--- src/lpp_pkg.sv ---
// ----------------------------------------------------------------------------
// lpp_pkg
// Shared types and constants of the length-prefixed packet parser.
// ----------------------------------------------------------------------------
`default_nettype none

package lpp_pkg;

	// Default number of little-endian length bytes in a packet header.
	localparam int LENGTH_BYTES_DEF = 4;

	// Configuration register indexes.
	localparam int CFG_IDX_W = 3;
	localparam logic [CFG_IDX_W-1:0] CFG_ID_START    = 3'd0;
	localparam logic [CFG_IDX_W-1:0] CFG_ID_CONTINUE = 3'd1;
	localparam logic [CFG_IDX_W-1:0] CFG_ID_STOP     = 3'd2;
	localparam logic [CFG_IDX_W-1:0] CFG_ID_CLEAR    = 3'd3;
	localparam logic [CFG_IDX_W-1:0] CFG_ID_SLEEP    = 3'd4;

	// Reset values of the configured ids.
	localparam logic [7:0] RST_ID_START    = 8'd0;
	localparam logic [7:0] RST_ID_CONTINUE = 8'd1;
	localparam logic [7:0] RST_ID_STOP     = 8'd2;
	localparam logic [7:0] RST_ID_CLEAR    = 8'd3;
	localparam logic [7:0] RST_ID_SLEEP    = 8'd4;

	// Event kinds of a result item.
	localparam int KIND_W = 3;
	localparam logic [KIND_W-1:0] KIND_DATA     = 3'd0;
	localparam logic [KIND_W-1:0] KIND_START    = 3'd1;
	localparam logic [KIND_W-1:0] KIND_CONTINUE = 3'd2;
	localparam logic [KIND_W-1:0] KIND_STOP     = 3'd3;
	localparam logic [KIND_W-1:0] KIND_CLEAR    = 3'd4;
	localparam logic [KIND_W-1:0] KIND_SLEEP    = 3'd5;
	localparam logic [KIND_W-1:0] KIND_UNKNOWN  = 3'd6;

	typedef struct packed {
		logic [KIND_W-1:0] event_kind;
		logic [7:0]        out_byte;
		logic              draw_enabled;
		logic              packet_end;
	} result_t;

	// Handshake between the input register and the parser core.
	typedef struct packed {
		logic       valid;
		logic [7:0] data;
	} item_t;

endpackage

`default_nettype wire

--- src/lpp_in_reg.sv ---
// ----------------------------------------------------------------------------
// lpp_in_reg
// Input register: holds one accepted byte until the parser core takes it.
// ----------------------------------------------------------------------------
`default_nettype none

module lpp_in_reg (
	input  wire logic           clk,
	input  wire logic           arst_n,
	input  wire logic           in_valid,
	output      logic           in_stall,
	input  wire logic [7:0]     in_byte,
	input  wire logic           advance,
	output      lpp_pkg::item_t item_s1
);

	logic       valid_s1;
	logic [7:0] byte_s1;
	logic       load;

	// The register takes a new item when it is empty or its item moves on.
	assign load     = !valid_s1 || advance;
	assign in_stall = !load;

	always_ff @(posedge clk or negedge arst_n) begin
		if (!arst_n) begin
			valid_s1 <= 1'b0;
		end else if (load) begin
			valid_s1 <= in_valid;
		end
	end

	always_ff @(posedge clk) begin
		if (load && in_valid) begin
			byte_s1 <= in_byte;
		end
	end

	assign item_s1.valid = valid_s1;
	assign item_s1.data  = byte_s1;

endmodule

`default_nettype wire

--- src/lpp_core.sv ---
// ----------------------------------------------------------------------------
// lpp_core
// Parser state, configured ids and the result of the current byte.
// ----------------------------------------------------------------------------
`default_nettype none

module lpp_core #(
	parameter int LENGTH_BYTES = lpp_pkg::LENGTH_BYTES_DEF
) (
	input  wire logic                           clk,
	input  wire logic                           arst_n,
	input  wire logic                           cfg_we,
	input  wire logic [lpp_pkg::CFG_IDX_W-1:0]  cfg_index,
	input  wire logic [7:0]                     cfg_data,
	input  wire lpp_pkg::item_t                 item_s1,
	input  wire logic                           advance,
	output      logic                           emits,
	output      lpp_pkg::result_t               result
);

	localparam int LEN_W = 8 * LENGTH_BYTES;
	localparam int HDR_W = (LENGTH_BYTES > 1) ? $clog2(LENGTH_BYTES) : 1;
	localparam logic [HDR_W-1:0] HDR_LAST = HDR_W'(LENGTH_BYTES - 1);

	typedef enum logic [1:0] {
		PH_HEADER = 2'd0,
		PH_ID     = 2'd1,
		PH_DATA   = 2'd2
	} phase_t;

	phase_t            phase_q;
	logic [HDR_W-1:0]  hdr_cnt_q;
	logic [LEN_W-1:0]  cnt_q;
	logic [LEN_W-1:0]  len_q;
	logic              draw_q;
	logic [7:0]        id_start_q, id_continue_q, id_stop_q, id_clear_q, id_sleep_q;

	logic [LEN_W+7:0]  len_shift;
	logic [LEN_W:0]    cnt_next;
	logic              pkt_end;
	logic [lpp_pkg::KIND_W-1:0] id_kind;
	logic              draw_id;

	// Header bytes arrive least significant first, so shifting each one in
	// from the top leaves the first byte at the bottom after the last one.
	assign len_shift = {item_s1.data, len_q};
	assign cnt_next  = {1'b0, cnt_q} + {{LEN_W{1'b0}}, 1'b1};
	assign pkt_end   = cnt_next >= {1'b0, len_q};

	// The first matching register wins.
	always_comb begin
		if (item_s1.data == id_start_q) begin
			id_kind = lpp_pkg::KIND_START;
		end else if (item_s1.data == id_continue_q) begin
			id_kind = lpp_pkg::KIND_CONTINUE;
		end else if (item_s1.data == id_stop_q) begin
			id_kind = lpp_pkg::KIND_STOP;
		end else if (item_s1.data == id_clear_q) begin
			id_kind = lpp_pkg::KIND_CLEAR;
		end else if (item_s1.data == id_sleep_q) begin
			id_kind = lpp_pkg::KIND_SLEEP;
		end else begin
			id_kind = lpp_pkg::KIND_UNKNOWN;
		end
	end

	always_comb begin
		case (id_kind) inside
			lpp_pkg::KIND_START: begin
				draw_id = draw_q;
			end
			lpp_pkg::KIND_CONTINUE, lpp_pkg::KIND_STOP: begin
				draw_id = 1'b1;
			end
			default: begin
				draw_id = 1'b0;
			end
		endcase
	end

	always_comb begin
		emits  = 1'b0;
		result = '0;
		unique case (phase_q)
			PH_ID: begin
				emits               = 1'b1;
				result.event_kind   = id_kind;
				result.out_byte     = item_s1.data;
				result.draw_enabled = draw_id;
				result.packet_end   = 1'b0;
			end
			PH_DATA: begin
				emits               = 1'b1;
				result.event_kind   = lpp_pkg::KIND_DATA;
				result.out_byte     = item_s1.data;
				result.draw_enabled = draw_q && !pkt_end;
				result.packet_end   = pkt_end;
			end
			default: begin
				emits = 1'b0;
			end
		endcase
	end

	always_ff @(posedge clk or negedge arst_n) begin
		if (!arst_n) begin
			phase_q   <= PH_HEADER;
			hdr_cnt_q <= '0;
			cnt_q     <= '0;
			len_q     <= '0;
			draw_q    <= 1'b0;
		end else if (advance) begin
			unique case (phase_q)
				PH_HEADER: begin
					len_q <= len_shift[LEN_W+7:8];
					if (hdr_cnt_q == HDR_LAST) begin
						hdr_cnt_q <= '0;
						phase_q   <= PH_ID;
					end else begin
						hdr_cnt_q <= hdr_cnt_q + HDR_W'(1);
					end
				end
				PH_ID: begin
					draw_q  <= draw_id;
					cnt_q   <= LEN_W'(1);
					phase_q <= PH_DATA;
				end
				PH_DATA: begin
					if (pkt_end) begin
						phase_q <= PH_HEADER;
						cnt_q   <= '0;
						len_q   <= '0;
						draw_q  <= 1'b0;
					end else begin
						cnt_q <= cnt_next[LEN_W-1:0];
					end
				end
				default: begin
					phase_q   <= PH_HEADER;
					hdr_cnt_q <= '0;
					cnt_q     <= '0;
					len_q     <= '0;
					draw_q    <= 1'b0;
				end
			endcase
		end
	end

	always_ff @(posedge clk or negedge arst_n) begin
		if (!arst_n) begin
			id_start_q    <= lpp_pkg::RST_ID_START;
			id_continue_q <= lpp_pkg::RST_ID_CONTINUE;
			id_stop_q     <= lpp_pkg::RST_ID_STOP;
			id_clear_q    <= lpp_pkg::RST_ID_CLEAR;
			id_sleep_q    <= lpp_pkg::RST_ID_SLEEP;
		end else if (cfg_we) begin
			unique case (cfg_index)
				lpp_pkg::CFG_ID_START:    id_start_q    <= cfg_data;
				lpp_pkg::CFG_ID_CONTINUE: id_continue_q <= cfg_data;
				lpp_pkg::CFG_ID_STOP:     id_stop_q     <= cfg_data;
				lpp_pkg::CFG_ID_CLEAR:    id_clear_q    <= cfg_data;
				lpp_pkg::CFG_ID_SLEEP:    id_sleep_q    <= cfg_data;
				default: begin
				end
			endcase
		end
	end

endmodule

`default_nettype wire

--- src/lpp_out_reg.sv ---
// ----------------------------------------------------------------------------
// lpp_out_reg
// Result register: holds one result item until the receiver takes it.
// ----------------------------------------------------------------------------
`default_nettype none

module lpp_out_reg (
	input  wire logic             clk,
	input  wire logic             arst_n,
	input  wire logic             load,
	input  wire lpp_pkg::result_t result,
	output      logic             free,
	output      logic             out_valid,
	input  wire logic             out_stall,
	output      lpp_pkg::result_t result_q
);

	logic valid_q;

	assign free      = !valid_q || !out_stall;
	assign out_valid = valid_q;

	always_ff @(posedge clk or negedge arst_n) begin
		if (!arst_n) begin
			valid_q <= 1'b0;
		end else if (free) begin
			valid_q <= load;
		end
	end

	always_ff @(posedge clk) begin
		if (free && load) begin
			result_q <= result;
		end
	end

endmodule

`default_nettype wire

--- src/length_prefixed_packet_parser_top.sv ---
// ----------------------------------------------------------------------------
// length_prefixed_packet_parser_top
// Parses a byte stream of length-prefixed packets into command and data items.
//
// Input channel (in_valid, in_stall, in_byte) takes one byte per item. Each
// packet is LENGTH_BYTES little-endian length bytes, one id byte and then the
// data bytes. Header bytes give no result; the id byte gives a command item
// and each data byte a data item on (out_valid, out_stall, event_kind,
// out_byte, draw_enabled, packet_end). The last data byte of a packet has
// packet_end set.
// An accepted byte is held in the input register; a byte that gives a result
// moves on into the result register when that has room, and its item then
// shows on out_valid. One byte is accepted per cycle unless a stalled result
// holds it back; the input register and the result register let a new byte
// in while a finished item still waits. When the receiver stalls, the item
// holds and in_stall rises once the input register holds a byte that gives
// a result. The id registers are written through (cfg_valid, cfg_ready,
// cfg_index, cfg_data), always ready; indexes beyond the last are ignored.
// Reset clears the parser to the start of a header and loads the default ids.
// ----------------------------------------------------------------------------
`default_nettype none

module length_prefixed_packet_parser_top #(
	parameter int LENGTH_BYTES = lpp_pkg::LENGTH_BYTES_DEF
) (
	input  wire logic                          clk,
	input  wire logic                          arst_n,
	input  wire logic                          in_valid,
	output      logic                          in_stall,
	input  wire logic [7:0]                    in_byte,
	output      logic                          out_valid,
	input  wire logic                          out_stall,
	output      logic [lpp_pkg::KIND_W-1:0]    event_kind,
	output      logic [7:0]                    out_byte,
	output      logic                          draw_enabled,
	output      logic                          packet_end,
	input  wire logic                          cfg_valid,
	output      logic                          cfg_ready,
	input  wire logic [lpp_pkg::CFG_IDX_W-1:0] cfg_index,
	input  wire logic [7:0]                    cfg_data
);

	lpp_pkg::item_t   item_s1;
	lpp_pkg::result_t result;
	lpp_pkg::result_t result_q;
	logic             emits;
	logic             free;
	logic             advance;

	assign cfg_ready = 1'b1;

	// A header byte needs no room in the result register.
	assign advance = item_s1.valid && (!emits || free);

	lpp_in_reg u_in_reg (
		.clk      (clk),
		.arst_n   (arst_n),
		.in_valid (in_valid),
		.in_stall (in_stall),
		.in_byte  (in_byte),
		.advance  (advance),
		.item_s1  (item_s1)
	);

	lpp_core #(
		.LENGTH_BYTES (LENGTH_BYTES)
	) u_core (
		.clk       (clk),
		.arst_n    (arst_n),
		.cfg_we    (cfg_valid && cfg_ready),
		.cfg_index (cfg_index),
		.cfg_data  (cfg_data),
		.item_s1   (item_s1),
		.advance   (advance),
		.emits     (emits),
		.result    (result)
	);

	lpp_out_reg u_out_reg (
		.clk       (clk),
		.arst_n    (arst_n),
		.load      (advance && emits),
		.result    (result),
		.free      (free),
		.out_valid (out_valid),
		.out_stall (out_stall),
		.result_q  (result_q)
	);

	assign event_kind   = result_q.event_kind;
	assign out_byte     = result_q.out_byte;
	assign draw_enabled = result_q.draw_enabled;
	assign packet_end   = result_q.packet_end;

endmodule

`default_nettype wire

--- config.mk ---
export PLATFORM = sky130hd
export DESIGN_NAME = length_prefixed_packet_parser_top
export DESIGN_NICKNAME = d
export VERILOG_FILES = /design/src/lpp_pkg.sv /design/src/lpp_in_reg.sv /design/src/lpp_core.sv /design/src/lpp_out_reg.sv /design/src/length_prefixed_packet_parser_top.sv
export SDC_FILE = /design/constraint.sdc
export NUM_CORES = 1
export LEC_CHECK = 0
export BUFFER_PORTS_ARGS = -buffer_cell sky130_fd_sc_hd__buf_4
export CELL_PAD_IN_SITES_DETAIL_PLACEMENT = 0
export CELL_PAD_IN_SITES_GLOBAL_PLACEMENT = 1
export CORE_UTILIZATION = 51
export CTS_BUF_LIST = sky130_fd_sc_hd__clkbuf_4
export DETAILED_ROUTE_END_ITERATION = 8
export PLACE_DENSITY = 0.83
export SYNTH_ARGS = -nofsm -noshare
export SYNTH_HDL_FRONTEND = slang
export SYNTH_SLANG_ARGS = --single-unit
export TNS_END_PERCENT = 1
--- constraint.sdc ---
create_clock -name clk -period 4.77 [get_ports clk]
set_input_delay 0.954 -clock clk [delete_from_list [all_inputs] [get_ports clk]]
set_output_delay 0.954 -clock clk [all_outputs]
set_load 0.02 [all_outputs]
==> flow_metrics.env, run 1 <==
export IMPL_p_leak_uw=0.00382
export IMPL_rows=42
export IMPL_synth_most_common_cell="dfrtp_1"
export IMPL_required_ns=5.19
export IMPL_area_growth_pct=11.3
export IMPL_start_util_pct=53.2
export IMPL_finalSetupTns_ns=0
export IMPL_outcome="finished clean"
export IMPL_via_per_inst=5.65
export IMPL_synth_top_area_cell="dfrtp_1"
export IMPL_synth_distinct_cells=51
export IMPL_core_um2=13500
export IMPL_grt_pass1_vias=5005
export IMPL_dpl_hpwl_mm=11.4
export IMPL_clock_sinks=132
export IMPL_cp_max_fo=13
export IMPL_clockBufferDepth=2
export IMPL_antenna_found_initial=1
export IMPL_period_minus_slack_ns=4.44
export IMPL_drv_slew=0
export IMPL_cap_violations=0
export IMPL_slew_headroom_pct=26.2
export IMPL_layout_drive_gt1_share_pct=19.4
export IMPL_cts_root_buffer="clkbuf_4"
export IMPL_cp_end_kind="flip-flop"
export IMPL_dieArea_um2=14500
export IMPL_wire_per_inst_um=17.6
export IMPL_synth_seq_cells=132
export IMPL_cts_tree="built"
export IMPL_die_h_um=120
export IMPL_nFillCells=1136
export IMPL_ys_seq_area_share_pct=47.7
export IMPL_synthTopCellsByArea="dfrtp_1, edfxtp_1, ha_1, mux2_2, xor2_1"
export IMPL_skew_ns=0.0132
export IMPL_grt_setup_unrepaired="false"
export IMPL_p_per_area_nw_per_um2=454
export IMPL_drcViolationCount=0
export IMPL_reg2reg_slack_ns=0.33
export IMPL_grt_usage_pct=23.4
export IMPL_setup_viol=0
export IMPL_gp_congestion=0.798
export IMPL_postSynth_asyncResetShare_pct=84.1
export IMPL_synth_commonest_cells="dfrtp_1, nand2_1, xor2_1, inv_1, mux2_2"
export IMPL_drtIter0Drc=360
export IMPL_arrival_ns=4.85
export IMPL_synth_warning_count=0
export IMPL_htree_levels=4
export IMPL_hold_violations=0
export IMPL_cts_made_buffers=17
export IMPL_min_path_type="in -> async"
export IMPL_nets=754
export IMPL_path_clk_slew_ns=0.11
export IMPL_wl_mm=15.6
export IMPL_reg2reg_from="u_core.cnt_q[0]"
export IMPL_vdd_drop_max_v=0.000226
export IMPL_vias=4986
export IMPL_port_buffer_count=38
export IMPL_io_pins=40
export IMPL_crit_type="reg -> reg"
export IMPL_whs_ns=0.411
export IMPL_grt_pass1_wl_mm=25.7
export IMPL_worst_pin_slew_ns=1.10
export IMPL_synth_top_area_share_pct=37.1
export IMPL_die_w_um=120
export IMPL_worstReg2RegEnd="u_core.len_q[4]"
export IMPL_min_period_over_period_pct=93.0
export IMPL_worst_setup_path_start_kind="flip-flop"
export IMPL_synth_edff_count=21
export IMPL_synth_cells=655
export IMPL_fmax_mhz=225
export IMPL_synth_area_um2=7150
export IMPL_avgSynthCellArea_um2=10.9
export IMPL_ys_flop_type="dfrtp_1"
export IMPL_antenna_left=0
export IMPL_grt_max_degree=47
export IMPL_clk_latency_ns=0.54
export IMPL_critPathLaunch="u_core.cnt_q[0]"
export IMPL_dr_pass1_iters=4
export IMPL_grt_overflow_total=0
export IMPL_worst_r2r_cell_count=15
export IMPL_syn_nets=716
==> what timing repair did <==
action	4_1_cts	5_1_grt
gates resized for setup	0	1
hold endpoints to repair	0	0
buffers inserted	0	1
hold buffers	0	0
setup endpoints to repair	0	24
==> worst max path at each step <==
stage / endpoint / slack, ns / cells after the start
6_report: u_core.len_q[4] / 0.33 / 15
5_1_grt: u_core.len_q[17] / 0.06 / 14
4_1_cts: u_core.len_q[4] / 0.32 / 14
3_3_place_gp: u_core.len_q[2] / 0.45 / 14
3_5_place_dp: u_core.len_q[4] / 0.35 / 14
2_1_floorplan: u_core.len_q[10] / 0.99 / 16
==> layout make-up <==
cell class	instances	area [um^2]	area share (%)
clock buffers	18	135	1.70
inverters	44	165	2.07
repair buffers	50	388	4.87
well taps	176	220	2.77
flip-flops and latches	132	3410	42.9
diodes	1	2.50	0.0314
multi-input cells	448	3430	43.0
clock inverters	14	210	2.64
==> placed cells by master (no fill, tap or decap), types with 20 or more instances in the layout <==
cell type  netlist  layout
nand3_1         21      21
mux2i_1         32      32
inv_1           44      44
xor2_1          49      49
xnor2_1         20      20
o21ai_0         20      20
mux2_2          41      41
dfrtp_1        106     106
edfxtp_1        21      21
a21oi_1         20      20
nand2_1         67      67
buf_4            1      49
ha_1            37      37
a32o_1          21      21
==> flip-flops by register name, indices dropped and copies added (netlist names) <==
| signal | flops |
|---|---|
| u_core.hdr_cnt_q | 2 |
| u_out_reg.out_valid | 1 |
| u_core.id_start_q | 8 |
| u_core.id_sleep_q | 8 |
| u_in_reg.valid_s1 | 1 |
| u_core.id_clear_q | 8 |
| u_core.phase_q | 2 |
| u_in_reg.byte_s1 | 8 |
| u_core.draw_q | 1 |
| u_core.id_continue_q | 8 |
| u_core.cnt_q | 32 |
| u_out_reg.result_q | 13 |
| u_core.id_stop_q | 8 |
| u_core.len_q | 32 |
==> cell families (layout without fill, tap and decap cells) <==
logic type,Yosys count,count (layout),synth area share (%)
compound gates,82,82,8.28
xor+xnor,69,69,8.45
fa+ha+maj,37,37,6.47
buf+inv,75,126,4.41
flops,132,132,47.7
mux,73,73,10.9
other cells,1,2,0.0524
simple gates,186,186,13.7
==> metal layers <==
layer	track usage (%)	up-vias	part of all wire, %
met4	7.64	0	1.6
met1	31.2	2496	46
met5	0	-	0
met2	38.3	90	49
li1	-	2381	-
met3	4.91	19	3.1
==> stage by stage <==
step / cells / total power [uW] / setup slack [ns] / instance area (um^2) / util, %
after floorplan: 655 / 2430 / 0.991 / 7150 / -
after global placement: 849 / 2690 / 0.449 / 7590 / 56.4
after detailed placement: 849 / 2750 / 0.349 / 7590 / 56.4
after CTS: 881 / 3640 / 0.322 / 7940 / 59.0
after global routing: 883 / 3840 / 0.0569 / 7960 / 59.2
final: 883 / 3610 / 0.333 / 7960 / 59.2
==> critical path: stages (launching register included) <==
cell	delay, ns
dfrtp_1	0.44
ha_1	0.30
nand3_1	0.15
nor3_4	0.26
buf_12	0.16
and3_1	0.23
and3_1	0.20
xor2_1	0.28
ha_1	0.20
nand4_1	0.14
or4_1	0.52
a21oi_1	0.29
nor4b_2	0.11
or3_2	0.63
buf_4	0.27
mux2i_1	0.14
==> power by group <==
part	internal [uW]	switching [uW]	total (uW)
combinational	473	679	1150
sequential	1420	157	1570
clock	472	415	886
total	2360	1250	3610
(Power assumes the default switching activity.)
==> run 2: changes to the inputs <==
--- a/config.mk
+++ b/config.mk
@@ -8,10 +8,10 @@
 export BUFFER_PORTS_ARGS = -buffer_cell sky130_fd_sc_hd__buf_4
 export CELL_PAD_IN_SITES_DETAIL_PLACEMENT = 0
 export CELL_PAD_IN_SITES_GLOBAL_PLACEMENT = 1
-export CORE_UTILIZATION = 51
+export CORE_UTILIZATION = 55
 export CTS_BUF_LIST = sky130_fd_sc_hd__clkbuf_4
 export DETAILED_ROUTE_END_ITERATION = 8
-export PLACE_DENSITY = 0.83
+export PLACE_DENSITY = 0.89
 export SYNTH_ARGS = -nofsm -noshare
 export SYNTH_HDL_FRONTEND = slang
 export SYNTH_SLANG_ARGS = --single-unit
==> constraint.sdc (replaced) <==
create_clock -name clk -period 5.2 [get_ports clk]
set_input_delay 1.04 -clock clk [delete_from_list [all_inputs] [get_ports clk]]
set_output_delay 1.04 -clock clk [all_outputs]
set_load 0.02 [all_outputs]
==> flow_metrics.env, run 2 (synthesized netlist as in run 1, its figures left out) <==
export IMPL_grt_pass1_vias=4976
export IMPL_dpl_hpwl_mm=11.0
export IMPL_hold_violations=0
export IMPL_p_leak_uw=0.00378
export IMPL_cts_made_buffers=17
export IMPL_die_w_um=116
export IMPL_vias=4977
export IMPL_cp_max_fo=32
export IMPL_grt_overflow_total=0
export IMPL_nets=748
export IMPL_cts_resized_gates=0
export IMPL_dr_pass1_iters=5
export IMPL_min_period_over_period_pct=90.1
export IMPL_dp_cells=840
export IMPL_final_common_cell="dfrtp_1"
export IMPL_crit_type="reg -> reg"
export IMPL_outcome="finished clean"
export IMPL_switchingPower_uw=1140
export IMPL_wl_mm=15.1
export IMPL_n_antenna_cell=0
export IMPL_nFillCells=1011
export IMPL_worst_setup_path_start_kind="flip-flop"
export IMPL_drtIter0Drc=325
export IMPL_die_h_um=116
export IMPL_design_area_um2=7880
export IMPL_setup_viol=0
export IMPL_area_growth_pct=10.2
export IMPL_final_cell_mix="dfrtp_1, nand2_1, xor2_1"
export IMPL_cap_violations=0
export IMPL_layout_drive_gt1_share_pct=18.6
export IMPL_dieArea_um2=13500
export IMPL_reg2reg_slack_ns=0.51
export IMPL_fmax_mhz=213
export IMPL_grt_setup_unrepaired="false"
export IMPL_power_internal_uw=2110
export IMPL_cts_tree="built"
export IMPL_drv_slew=0
export IMPL_min_path_type="reg -> reg"
export IMPL_p_per_area_nw_per_um2=413
export IMPL_vdd_drop_max_v=0.000232
export IMPL_core_um2=12700
export IMPL_postCtsSetupBuffers=0
export IMPL_arrival_ns=5.14
export IMPL_p_seq_share_pct=44.3
export IMPL_path_clk_slew_ns=0.12
export IMPL_required_ns=5.66
export IMPL_dpl_cell_area_um2=7550
export IMPL_finalSetupTns_ns=0
export IMPL_grt_max_degree=73
export IMPL_multi_input_area_um2=3430
export IMPL_worst_pin_slew_ns=1.04
export IMPL_htree_levels=4
export IMPL_clockPowerShare_pct=23.8
export IMPL_final_cells=872
export IMPL_start_util_pct=56.4
export IMPL_skew_ns=0.0202
export IMPL_drcViolationCount=0
export IMPL_clock_sinks=132
export IMPL_cp_end_kind="flip-flop"
export IMPL_hold_buffers=0
export IMPL_antenna_left=0
export IMPL_largestRegisters="u_core.cnt_q (32), u_core.len_q (32), u_out_reg.result_q (13)"
export IMPL_grt_pass1_wl_mm=25.0
export IMPL_rows=41
export IMPL_antenna_found_initial=0
export IMPL_port_buffer_count=38
export IMPL_wire_per_inst_um=17.3
export IMPL_clk_latency_ns=0.55
export IMPL_via_per_inst=5.71
export IMPL_slew_headroom_pct=30.2
export IMPL_whs_ns=0.501
export IMPL_regArea_um2=3410
export IMPL_clockBufferDepth=2
export IMPL_gp_congestion=0.888
export IMPL_period_minus_slack_ns=4.69
export IMPL_switching_share_pct=35.0
export IMPL_grt_usage_pct=24.8
export IMPL_io_pins=40
export IMPL_pwr_share_comb_pct=31.9
export IMPL_cts_root_buffer="clkbuf_4"
==> run 2: per-stage QoR <==
step | worst slack [ns] | utilization (%) | total power (uW)
3_5_place_dp | 0.364 | 59.6 | 2500
5_1_grt | 0.0664 | 62.2 | 3470
6_report | 0.514 | 62.2 | 3250
2_1_floorplan | 1.42 | - | 2230
4_1_cts | 0.316 | 62.2 | 3270
3_3_place_gp | 0.498 | 59.6 | 2450
==> run 2: layout make-up <==
class,count,area share [%]
multi-input combinational,448,43.5
inverter,44,2.10
clock inverter,13,2.33
tap,172,2.73
clock buffer,19,1.81
sequential,132,43.3
timing repair buffer,44,4.19
==> run 2: routing by layer <==
layer  up-vias  wire [um]  GRT usage, %
li1       2373          -             -
met1      2463       6810          32.1
met2       114       7440          41.3
met3        27        592          5.23
met4         0        269          8.72
met5         -          0             0
==> run 2: power groups by stage <==
stage / registers (uW) / clock network [uW] / logic (uW)
5_1_grt: 1470 / 838 / 1160
3_3_place_gp: 1450 / 0 / 998
3_5_place_dp: 1460 / 0 / 1040
6_report: 1440 / 773 / 1040
2_1_floorplan: 1450 / 0 / 777
4_1_cts: 1440 / 790 / 1040
==> run 2: worst paths after layout <==
| kind | startpoint | to | cells past startpoint |
|---|---|---|---|
| max | u_core.cnt_q[0] | u_core.len_q[31] | 14 |
| min | u_core.hdr_cnt_q[1] | u_core.hdr_cnt_q[1] | 2 |
| max reg2reg | u_core.cnt_q[0] | u_core.len_q[31] | 14 |
| min reg2reg | u_core.hdr_cnt_q[1] | u_core.hdr_cnt_q[1] | 2 |
| max in group asynchronous | arst_n | u_core.id_continue_q[0] | 2 |
| min in group asynchronous | arst_n | u_out_reg.out_valid | 1 |
==> run 2: critical path, stage by stage (launching register included) <==
cell and delay (ns):
dfrtp_1 0.46, ha_1 0.31, nand3_1 0.16, nor3_4 0.39
and3_1 0.30, and3_1 0.19, xor2_1 0.24, ha_1 0.29
a21oi_1 0.12, o21ai_0 0.09, a211oi_1 0.27, nor2_1 0.13
nor4b_2 0.74, or3_4 0.63, mux2i_1 0.25
